[src/sv/tmis_pkg.sv]
// Shared constants, types and helpers for the trimmed-mean interval smoother.
package tmis_pkg;

  localparam int unsigned SampleBits    = 16;
  localparam int unsigned WindowDefault = 11;
  localparam int unsigned TrimDefault   = 2;
  // 0.016 s in 16-bit fractional seconds, rounded to nearest
  localparam int unsigned ResetInterval = (16 * (1 << SampleBits) + 500) / 1000;

  typedef logic [SampleBits-1:0] sample_t;

  typedef struct packed {
    logic clr;      // start a new pass over the history
    logic smp_vld;  // history word present on the read data
    logic fin;      // form the kept sum
  } rank_ctrl_t;

  // Per-side trim, limited so at least one entry is averaged.
  function automatic int unsigned eff_trim(input int unsigned window,
                                           input int unsigned trim);
    int unsigned max_trim;
    max_trim = (window - 1) >> 1;
    return (trim < max_trim) ? trim : max_trim;
  endfunction

endpackage

[src/sv/tmis_hist_mem.sv]
// History memory: one write port, one registered read port, reset-value valid bits.
module tmis_hist_mem #(
  parameter int unsigned DEPTH = tmis_pkg::WindowDefault
) (
  input  logic                         clk_i,
  input  logic                         rst_ni,
  input  logic                         we_i,
  input  logic [$clog2(DEPTH)-1:0]     waddr_i,
  input  tmis_pkg::sample_t            wdata_i,
  input  logic                         re_i,
  input  logic [$clog2(DEPTH)-1:0]     raddr_i,
  output tmis_pkg::sample_t            rdata_o
);
  import tmis_pkg::*;

  sample_t            mem_q [DEPTH];
  logic [DEPTH-1:0]   valid_q;
  sample_t            rd_q;
  logic               rd_valid_q;

  always_ff @(posedge clk_i or negedge rst_ni) begin
    if (!rst_ni) begin
      valid_q <= '0;
    end else if (we_i) begin
      valid_q[waddr_i] <= 1'b1;
    end
  end

  always_ff @(posedge clk_i) begin
    if (we_i) begin
      mem_q[waddr_i] <= wdata_i;
    end
    if (re_i) begin
      rd_q       <= mem_q[raddr_i];
      rd_valid_q <= valid_q[raddr_i];
    end
  end

  // An entry never written reads as the reset interval.
  assign rdata_o = rd_valid_q ? rd_q : sample_t'(ResetInterval);

endmodule

[src/sv/tmis_rank.sv]
// Running total plus largest and smallest trackers; yields the trimmed sum.
module tmis_rank #(
  parameter int unsigned WINDOW = tmis_pkg::WindowDefault,
  parameter int unsigned TRIM   = tmis_pkg::TrimDefault
) (
  input  logic                                               clk_i,
  input  logic                                               rst_ni,
  input  tmis_pkg::rank_ctrl_t                               ctrl_i,
  input  tmis_pkg::sample_t                                  smp_i,
  output logic [tmis_pkg::SampleBits+$clog2(WINDOW)-1:0]     kept_sum_o
);
  import tmis_pkg::*;

  localparam int unsigned EffTrim = eff_trim(WINDOW, TRIM);
  localparam int unsigned TrimN   = (EffTrim > 0) ? EffTrim : 1;
  localparam int unsigned SumW    = SampleBits + $clog2(WINDOW);

  // top_q descending, bot_q ascending
  logic [TrimN-1:0][SampleBits-1:0] top_q, top_d, bot_q, bot_d;
  logic [TrimN-1:0]                 gt, lt;
  logic [SumW-1:0]                  total_q, total_d, kept_q, kept_d, trim_sum;
  logic                             busy_q;

  always_comb begin
    top_d    = top_q;
    bot_d    = bot_q;
    total_d  = total_q;
    kept_d   = kept_q;
    trim_sum = '0;
    for (int i = 0; i < TrimN; i++) begin
      gt[i] = smp_i > top_q[i];
      lt[i] = smp_i < bot_q[i];
      trim_sum = trim_sum + SumW'(top_q[i]) + SumW'(bot_q[i]);
    end
    if (EffTrim == 0) begin
      trim_sum = '0;
    end
    if (ctrl_i.clr) begin
      top_d   = '0;
      bot_d   = '1;
      total_d = '0;
    end else if (ctrl_i.smp_vld) begin
      total_d = total_q + SumW'(smp_i);
      // insert: shift smaller (larger) entries down one place
      if (gt[0]) top_d[0] = smp_i;
      if (lt[0]) bot_d[0] = smp_i;
      for (int i = 1; i < TrimN; i++) begin
        if (gt[i]) top_d[i] = gt[i-1] ? top_q[i-1] : smp_i;
        if (lt[i]) bot_d[i] = lt[i-1] ? bot_q[i-1] : smp_i;
      end
    end
    if (ctrl_i.fin) begin
      kept_d = total_q - trim_sum;
    end
  end

  always_ff @(posedge clk_i or negedge rst_ni) begin
    if (!rst_ni) begin
      busy_q <= 1'b0;
    end else if (ctrl_i.clr) begin
      busy_q <= 1'b1;
    end else if (ctrl_i.fin) begin
      busy_q <= 1'b0;
    end
  end

  always_ff @(posedge clk_i) begin
    top_q   <= top_d;
    bot_q   <= bot_d;
    total_q <= total_d;
    if (busy_q) begin
      kept_q <= kept_d;
    end
  end

  assign kept_sum_o = kept_q;

endmodule

[src/sv/trimmed_mean_interval_smoother.sv]
// Top level: sequencer over the history memory, constant divide and blend.
//
//   channel | handshake                | payload
//   --------+--------------------------+------------------------------------
//   in      | in_valid_i / in_ready_o  | frame_time_i
//   out     | out_valid_o / out_ready_i| smoothed_interval_o, trimmed_mean_o
//
// Words are taken only in the idle state: the walk reads one history entry per
// cycle through the single read port, then the last read drains, trim, divide,
// multiply and blend follow in turn, and the idle state takes the next word, so
// a new word is not taken before the last one is through blend. in_ready_o is
// high only while idle; the finished word sits in an output register, so a new
// word is taken while the last result waits downstream, and blend holds while
// that register is full and not being read.
// Reset restores the history to 0.016 s at once through per-entry valid bits.
module trimmed_mean_interval_smoother #(
  parameter int unsigned WINDOW = tmis_pkg::WindowDefault,
  parameter int unsigned TRIM   = tmis_pkg::TrimDefault
) (
  input  logic               clk_i,
  input  logic               rst_ni,
  input  logic               in_valid_i,
  output logic               in_ready_o,
  input  tmis_pkg::sample_t  frame_time_i,
  output logic               out_valid_o,
  input  logic               out_ready_i,
  output tmis_pkg::sample_t  smoothed_interval_o,
  output tmis_pkg::sample_t  trimmed_mean_o
);
  import tmis_pkg::*;

  localparam int unsigned AddrW    = $clog2(WINDOW);
  localparam int unsigned SumW     = SampleBits + $clog2(WINDOW);
  localparam int unsigned EffTrim  = eff_trim(WINDOW, TRIM);
  localparam int unsigned Kept     = WINDOW - 2 * EffTrim;
  localparam int unsigned DivShift = SumW + $clog2(Kept);
  localparam int unsigned MulW     = SumW + 1;
  localparam int unsigned ProdW    = SumW + MulW;
  // round-up reciprocal: exact floor(n / Kept) for any SumW-bit n
  localparam longint unsigned DivMul =
    ((64'd1 << DivShift) + 64'(Kept) - 64'd1) / 64'(Kept);

  typedef enum logic [2:0] {
    S_IDLE, S_SCAN, S_DRAIN, S_TRIM, S_DIV, S_MUL, S_BLEND
  } state_e;

  state_e                  state_q;
  logic [AddrW-1:0]        slot_q, addr_q;
  logic                    rd_vld_q;
  sample_t                 sample_q, prior_q, mean_q;
  logic [ProdW-1:0]        prod_q;
  logic [2*SampleBits-1:0] mag_q;
  logic                    neg_q;
  logic                    out_valid_q;
  sample_t                 smoothed_q, tmean_q;

  logic                    accept, mem_we, rd_en, load_out;
  sample_t                 rd_data, mean_w, diff_w, result;
  logic [SampleBits:0]     step_w;
  logic [SumW-1:0]         kept_sum;
  rank_ctrl_t              rank_ctrl;

  assign in_ready_o = (state_q == S_IDLE);
  assign accept     = in_valid_i && in_ready_o;
  assign mem_we     = accept;
  assign rd_en      = (state_q == S_SCAN);

  tmis_hist_mem #(
    .DEPTH (WINDOW)
  ) u_hist (
    .clk_i   (clk_i),
    .rst_ni  (rst_ni),
    .we_i    (mem_we),
    .waddr_i (slot_q),
    .wdata_i (frame_time_i),
    .re_i    (rd_en),
    .raddr_i (addr_q),
    .rdata_o (rd_data)
  );

  assign rank_ctrl.clr     = accept;
  assign rank_ctrl.smp_vld = rd_vld_q;
  assign rank_ctrl.fin     = (state_q == S_TRIM);

  tmis_rank #(
    .WINDOW (WINDOW),
    .TRIM   (TRIM)
  ) u_rank (
    .clk_i      (clk_i),
    .rst_ni     (rst_ni),
    .ctrl_i     (rank_ctrl),
    .smp_i      (rd_data),
    .kept_sum_o (kept_sum)
  );

  // Mean falls out of the reciprocal product; blend toward it.
  assign mean_w = prod_q[DivShift +: SampleBits];
  assign diff_w = (mean_w < prior_q) ? (prior_q - mean_w) : (mean_w - prior_q);
  // round the magnitude up when moving down, so the blend floors
  assign step_w = {1'b0, mag_q[2*SampleBits-1:SampleBits]} +
                  (SampleBits+1)'(neg_q && (mag_q[SampleBits-1:0] != '0));
  assign result = neg_q ? SampleBits'({1'b0, prior_q} - step_w)
                        : SampleBits'({1'b0, prior_q} + step_w);
  assign load_out = (state_q == S_BLEND) && (!out_valid_q || out_ready_i);

  always_ff @(posedge clk_i or negedge rst_ni) begin
    if (!rst_ni) begin
      state_q     <= S_IDLE;
      slot_q      <= '0;
      addr_q      <= '0;
      rd_vld_q    <= 1'b0;
      prior_q     <= sample_t'(ResetInterval);
      out_valid_q <= 1'b0;
    end else begin
      rd_vld_q <= rd_en;
      if (load_out) begin
        out_valid_q <= 1'b1;
      end else if (out_ready_i) begin
        out_valid_q <= 1'b0;
      end
      case (state_q)
        S_IDLE: begin
          if (accept) begin
            slot_q  <= (slot_q == AddrW'(WINDOW - 1)) ? '0 : slot_q + 1'b1;
            addr_q  <= '0;
            state_q <= S_SCAN;
          end
        end
        S_SCAN: begin
          addr_q <= addr_q + 1'b1;
          if (addr_q == AddrW'(WINDOW - 1)) begin
            state_q <= S_DRAIN;
          end
        end
        S_DRAIN: state_q <= S_TRIM;
        S_TRIM:  state_q <= S_DIV;
        S_DIV:   state_q <= S_MUL;
        S_MUL:   state_q <= S_BLEND;
        S_BLEND: begin
          // hold until the output register frees up
          if (load_out) begin
            prior_q <= result;
            state_q <= S_IDLE;
          end
        end
        default: state_q <= S_IDLE;
      endcase
    end
  end

  always_ff @(posedge clk_i) begin
    if (accept) begin
      sample_q <= frame_time_i;
    end
    if (state_q == S_DIV) begin
      prod_q <= ProdW'(kept_sum) * ProdW'(MulW'(DivMul));
    end
    if (state_q == S_MUL) begin
      mean_q <= mean_w;
      neg_q  <= mean_w < prior_q;
      mag_q  <= (2*SampleBits)'(diff_w) * (2*SampleBits)'(sample_q);
    end
    if (load_out) begin
      smoothed_q <= result;
      tmean_q    <= mean_q;
    end
  end

  assign out_valid_o         = out_valid_q;
  assign smoothed_interval_o = smoothed_q;
  assign trimmed_mean_o      = tmean_q;

  // The blended value lies between the prior and the mean.
  assert property (@(posedge clk_i) disable iff (!rst_ni)
    load_out |-> (neg_q ? (result >= mean_q && result <= prior_q)
                        : (result >= prior_q && result <= mean_q)))
    else $error("blend left the prior-to-mean interval");

  // The prior moves only when a result is committed.
  assert property (@(posedge clk_i) disable iff (!rst_ni)
    !$stable(prior_q) |-> $past(load_out))
    else $error("prior changed outside the blend commit");

  // The history walk never overlaps a write.
  assert property (@(posedge clk_i) disable iff (!rst_ni)
    !(mem_we && rd_en))
    else $error("history read and write in the same cycle");

  // Taking a word starts a fresh history walk.
  assert property (@(posedge clk_i) disable iff (!rst_ni)
    accept |=> (state_q == S_SCAN && addr_q == '0 && !rd_vld_q))
    else $error("history walk did not start cleanly");

endmodule
[config.mk]
export PLATFORM = sky130hd
export DESIGN_NAME = trimmed_mean_interval_smoother
export DESIGN_NICKNAME = d
export VERILOG_FILES = /design/src/sv/tmis_pkg.sv /design/src/sv/tmis_hist_mem.sv /design/src/sv/tmis_rank.sv /design/src/sv/trimmed_mean_interval_smoother.sv
export SDC_FILE = /design/constraint.sdc
export NUM_CORES = 2
export LEC_CHECK = 0
export BUFFER_PORTS_ARGS = -buffer_cell sky130_fd_sc_hd__buf_2
export CELL_PAD_IN_SITES_DETAIL_PLACEMENT = 0
export CELL_PAD_IN_SITES_GLOBAL_PLACEMENT = 1
export CORE_ASPECT_RATIO = 0.8
export CORE_MARGIN = 2
export CORE_UTILIZATION = 57
export DETAILED_ROUTE_END_ITERATION = 10
export PLACE_DENSITY = 0.89
export SYNTH_ARGS = -nofsm -noshare
export SYNTH_HDL_FRONTEND = slang
export SYNTH_SLANG_ARGS = --single-unit
[constraint.sdc]
create_clock -name clk_i -period 24.9 [get_ports clk_i]
set_input_delay 1.245 -clock clk_i [delete_from_list [all_inputs] [get_ports clk_i]]
set_output_delay 1.245 -clock clk_i [all_outputs]
set_load 0.01 [all_outputs]
Yosys cells after proc, flatten, opt, wreduce, memory -nomap -nowiden
Memory sizes are Yosys's and may differ from the RTL's. A register that Yosys moved wholly into a read port is not among the register bits. Cells that the tools add are included.

Register bits: 282. Input port bits: 20. RAM bits: 176. Memories kept: 1. Output and inout port bits: 34.

Memories: u_hist.mem_q (depth 11, bits a word 16, read ports 1, clocked after memory_dff 1, wr ports 1, RTL line tmis_hist_mem.sv:16) `sample_t mem_q [DEPTH];`.

$mul: 2. $lt $le $gt $ge: 8. Multiplexer cells: 22. Bitwise logic cells: 1. Add/subtract/negate cells: 12. Reduce and logical (&&, ||, !) cells: 20. Equality and inequality tests: 11.

Operators by type and width (number): $mux W16 (5); $add A20 B16 Y20 (3); $lt A16 B16 Y1 (3); $sub A16 B16 Y16 (3); $mul A20 B21 Y39 const B (1); $gt A16 B16 Y1 (2); $mul A16 B16 Y32 (1); $pmux W3 S7 (1); $sub A20 B20 Y20 (1); $add A16 B16 Y17 (1); $add A16 B1 Y16 (1); $add A16 B16 Y16 (1); $reduce_and A2 Y1 (8); $reduce_bool A16 Y1 (1); $or A11 B11 Y11 (1); $lt A4 B5 Y1 const B (2); $eq A3 B3 Y1 const B (3); $mux W3 (3); $add A4 B1 Y4 const B (2); $eq A4 B4 Y1 const B (2); $mux W1 (8); $mux W4 (2); $pmux W4 S2 (1); $eq A3 B2 Y1 const B (2); 12 further kinds (18).

Longest topological paths before layout
Depth in word-level cells: 5. Gate-level depth with buffers: 37. Mapped depth without buffers: 36.

Modules after synthesis
From an unflattened synthesis, not the netlist that was laid out.

Cells, all modules: 3509. Area total of the unflattened synthesis: 37440.9 um^2.

Modules (own cells, without submodules): trimmed_mean_interval_smoother (cells an instance 2070, area each 20572.2 um^2, times used 1); tmis_rank (cells an instance 995, area each 8807.2 um^2, times used 1); tmis_hist_mem (cells an instance 444, area each 8061.5 um^2, times used 1).

Worst setup path after synthesis
No wires, ideal clock.

Kind: register -> register. From: register prior_q[0]. To: register mag_q[28], data pin. Slack: 16.192 ns. Required time: 24.639 ns. Stages on the path, launching flop included: 33. Clock period less this slack: 8.708 ns. Data arrival time: 8.447 ns. Setup time: 0.261 ns. Buffers on the path: 1. Path through: dfstp_2 > ha_1 > inv_1 > fa_1 > a21o_1 > a21oi_1 > o211ai_2 > a311oi_2 > nor3_1 > or3_1 > a311oi_2 > xnor2_1 > buf_2 > nand2_1 > fa_1 > inv_1 > fa_1 > fa_1 > fa_1 > fa_1 > inv_1 > fa_1 > inv_1 > ha_1 > a21o_1 > a21o_1 > a21oi_1 > o21ai_0 > a221o_1 > a41oi_1 > o21a_1 > nor4b_1 > a311o_1.

Longest elaborated chain between the ends: 3. Elaborated cells on any way between the ends: 5. Classes of those cells: add/sub (2); mul (1); order compare (1); mux (1).

Ends and longest elaborated chain: start, declared (RTL line trimmed_mean_interval_smoother.sv:50) `sample_t sample_q, prior_q, mean_q;`; start signal, assigned (RTL line trimmed_mean_interval_smoother.sv:112) `prior_q <= sample_t'(ResetInterval);`; start signal, assigned (RTL line trimmed_mean_interval_smoother.sv:142) `prior_q <= result;`; $sub A16 B16 Y16 or $lt A16 B16 Y1 (tied branches) (RTL line trimmed_mean_interval_smoother.sv:98) `assign diff_w = (mean_w < prior_q) ? (prior_q - mean_w) : (mean_w - prior_q);`; $mux W16 * (RTL line trimmed_mean_interval_smoother.sv:98); $mul A16 B16 Y32 * (RTL line trimmed_mean_interval_smoother.sv:161) `mag_q <= (2*SampleBits)'(diff_w) * (2*SampleBits)'(sample_q);`; end signal, assigned (RTL line trimmed_mean_interval_smoother.sv:161); end, declared (RTL line trimmed_mean_interval_smoother.sv:52) `logic [2*SampleBits-1:0] mag_q;`.

Every way passes the cells marked *; elsewhere a longest branch is shown, timed or not. A chain may end at the register's enable or synchronous reset.

Worst setup path after layout
Ends and elaborated chain as after synthesis.

==> flow_summary.ini <==
[outcome]
outcome = finished clean

[place]
dp_hpwl_mm = 67.8
place_congestion = 0.938
portBuffers = 53

[sta]
timing.fmax_mhz = 96.7
slew_headroom_pct = 26.2
grt_setup_unrepaired = no
worstMarginPinSlew_ps = 1110
drv_slew = 0
finalSetupViolations = 0
hold_viol = 0
worst_clock_skew_ps = 50.2
period_share_pct = 41.6
timing.setup.tns_ps = 0
final.min_clock_period_ps = 10350

[route]
drt-total-wl_mm = 90.6
wl_per_cell_um = 20.8
viasPerCell = 5.90
vias = 25700
drt_iter0_drc = 2019
final_antenna_net_count = 0
drc_errors = 0
dr.pass1.iters = 5

[die]
rows = 83
die_h_um = 231
fp.dieW_um = 288
die_area_um2 = 66700
core_area_um2 = 64100
start_util_pct = 57.5
ios = 54

[grt]
grt-ovfl-total = 0
track_usage_pct = 27.8
grt_pass1_vias = 26000
antenna_found_initial = 4
grt_start_max_net_pins = 74
grt_pass1_wl_mm = 144

[min_path]
min_to = trimmed_mean_o[6]$_DFFE_PP_
hold_path_depth = 0
min-delay-start = mean_q[6]$_DFFE_PN_
hold_class = flop to flop

[synth]
yosys.cell_types.count = 80
netlist_top_cells_area = edfxtp_1, fa_1, ha_1
synth_seq_cells = 451
synth-simple-area-share_pct = 12.6
synthMuxAreaShare_pct = 3.81
synthAdderAreaFrac_pct = 30.6
synth_compound_area_share_pct = 9.27
synth_top_area_share_pct = 26.6
ys_warn_count = 0
syn_avg_cell_area_um2 = 10.6
synth_top_area_cell = edfxtp_1
synthXorXnorAreaFrac_pct = 3.30
async_flop_share_pct = 9.09
synth_top_family_by_area = adder cells
syn_nets = 4209
synth.yosys.seq_area_share_pct = 33.9
syn_inst = 3468
syn-cell-area_um2 = 36900
synth_edf_count = 326
synth_most_common_cell = inv_1
synth_common_cells = inv_1, ha_1, nand2_1, edfxtp_1, fa_1
synthFlopType = edfxtp_1

[cells_and_area]
diodes = 0
finalNetCount = 4218
nFillCells = 5133
syn2layout_area_growth_pct = 7.12
drive_above_1_share_pct = 7.55

[setup_path]
r2r_end = mag_q[28]$_DFFE_PN_
max_stage_delay_ps = 640
slowest_stage = fa_1
required_ps = 25220
cp_max_fo = 42
worst_setup_path_end_kind = flop
cp_common_cell = fa_1
reg2reg_depth = 33
timing.rr.start = prior_q[0]$_DFFE_PN1P_
crit_type = flop to flop
crit_path_start_kind = flop
crit_arrival_ps = 10670
rrSetupSlack_ps = 14550

[cts]
cts.hold.buffers_added = 0
postCtsSetupRepairBufs = 0
cts_resized = 0
clock_latency_ps = 620
cts_buffer_depth = 3
clk_pin_slew_ps = 60
cts_root_buffer = clkbuf_16
numCtsBuffers = 44
cts_htree_levels = 2
cts_tree = built
clock_sinks = 451

[flow_run]
drv_cap = 0
state kept, by name, summed over array words and instances (netlist names), 3 cells and up:
register,cells
smoothed_interval_o,16
prior_q,16
trimmed_mean_o,16
prod_q,16
u_hist.rd_q,16
u_rank.bot_q,32
u_hist.valid_q,11
u_rank.kept_sum_o,20
state_q,3
addr_q,4
mag_q,32
u_hist.mem_q,176
mean_q,16
u_rank.total_q,20
sample_q,16
slot_q,4
u_rank.top_q,32
logic make-up (layout without fill, tap and decap cells):
family,count (synthesis),in the layout
multiplexers,97,97
AND/OR/NAND/NOR,921,921
AO/OA/AOI/OAI,527,527
XOR/XNOR,137,137
flip-flops,451,451
buffers and inverters,614,656
adder cells (fa/ha/maj),721,721
per-layer routing:
metal	GRT usage, %	vias to the layer above	wire (µm)
met4	6.14	6	1630
li1	-	12000	-
met3	5.55	130	7080
met2	42.4	914	39900
met5	0	-	32
met1	41.2	12700	42000
critical path, delay by kind of cell (launching register included):
kind                     cells  cell delay [ps]
XOR/XNOR                     1              140
AO/OA/AOI/OAI               10             2740
multiplexers                 1              280
flip-flops                   1              540
AND/OR/NAND/NOR              6             1080
adder cells (fa/ha/maj)      9             4190
buffers and inverters        6             1090
final cells by class:
class | instances | area [µm²] | share of cell area (%)
Tap cell | 850 | 1060 | 2.69
Sequential cell | 451 | 12500 | 31.7
Timing Repair Buffer | 95 | 581 | 1.47
Multi-Input combinational cell | 2403 | 22000 | 55.9
Clock buffer | 60 | 1220 | 3.09
Inverter | 482 | 1810 | 4.58
Clock inverter | 19 | 248 | 0.628
worst max-delay path by stage:
stage                     slack, ps              startpoint  cells past startpoint                  end
final                         14550  prior_q[0]$_DFFE_PN1P_                     33  mag_q[28]$_DFFE_PN_
after global routing          14060  prior_q[0]$_DFFE_PN1P_                     32  mag_q[28]$_DFFE_PN_
after CTS                     14690  prior_q[0]$_DFFE_PN1P_                     33  mag_q[28]$_DFFE_PN_
after detailed placement      14720  prior_q[0]$_DFFE_PN1P_                     33  mag_q[28]$_DFFE_PN_
after global placement        15020  prior_q[0]$_DFFE_PN1P_                     33  mag_q[28]$_DFFE_PN_
after floorplan               16190  prior_q[0]$_DFFE_PN1P_                     32  mag_q[28]$_DFFE_PN_
layout by cell type (no fill, tap or decap), types with 23 or more instances in the layout:
cell type  netlist  layout
inv_1          478     478
ha_1           418     418
nand2_1        328     328
edfxtp_1       326     326
fa_1           303     303
o21ai_0        146     146
nor2_1         130     130
a21oi_1        106     105
and2_1         105     104
xnor2_1         84      84
dfxtp_1         84      84
nand3_1         66      66
mux2i_1         60      60
a21o_1          54      54
o211ai_1        54      54
buf_2           15      53
xor2_1          51      49
clkbuf_16        0      44
nand4_1         42      42
buf_4            7      42
nor3_1          44      41
nor2b_1         35      35
dfrtp_1         37      35
mux4_2          34      34
and3_1          28      28
o21a_1          23      23
metrics by stage:
step | instance area, µm² | hold WS (ps) | setup WS [ps] | util, % | std cells
5_1_grt | 39500 | 427 | 14060 | 61.6 | 4360
3_3_place_gp | 38000 | 404 | 15020 | 59.3 | 4281
2_1_floorplan | 36900 | 400 | 16190 | - | 3468
3_5_place_dp | 38000 | 405 | 14720 | 59.3 | 4281
6_report | 39500 | 422 | 14550 | 61.6 | 4360
4_1_cts | 39500 | 422 | 14690 | 61.6 | 4360
Power is not shown: default switching activity piles up to over one toggle a cycle in this logic, so the estimate is an artifact.
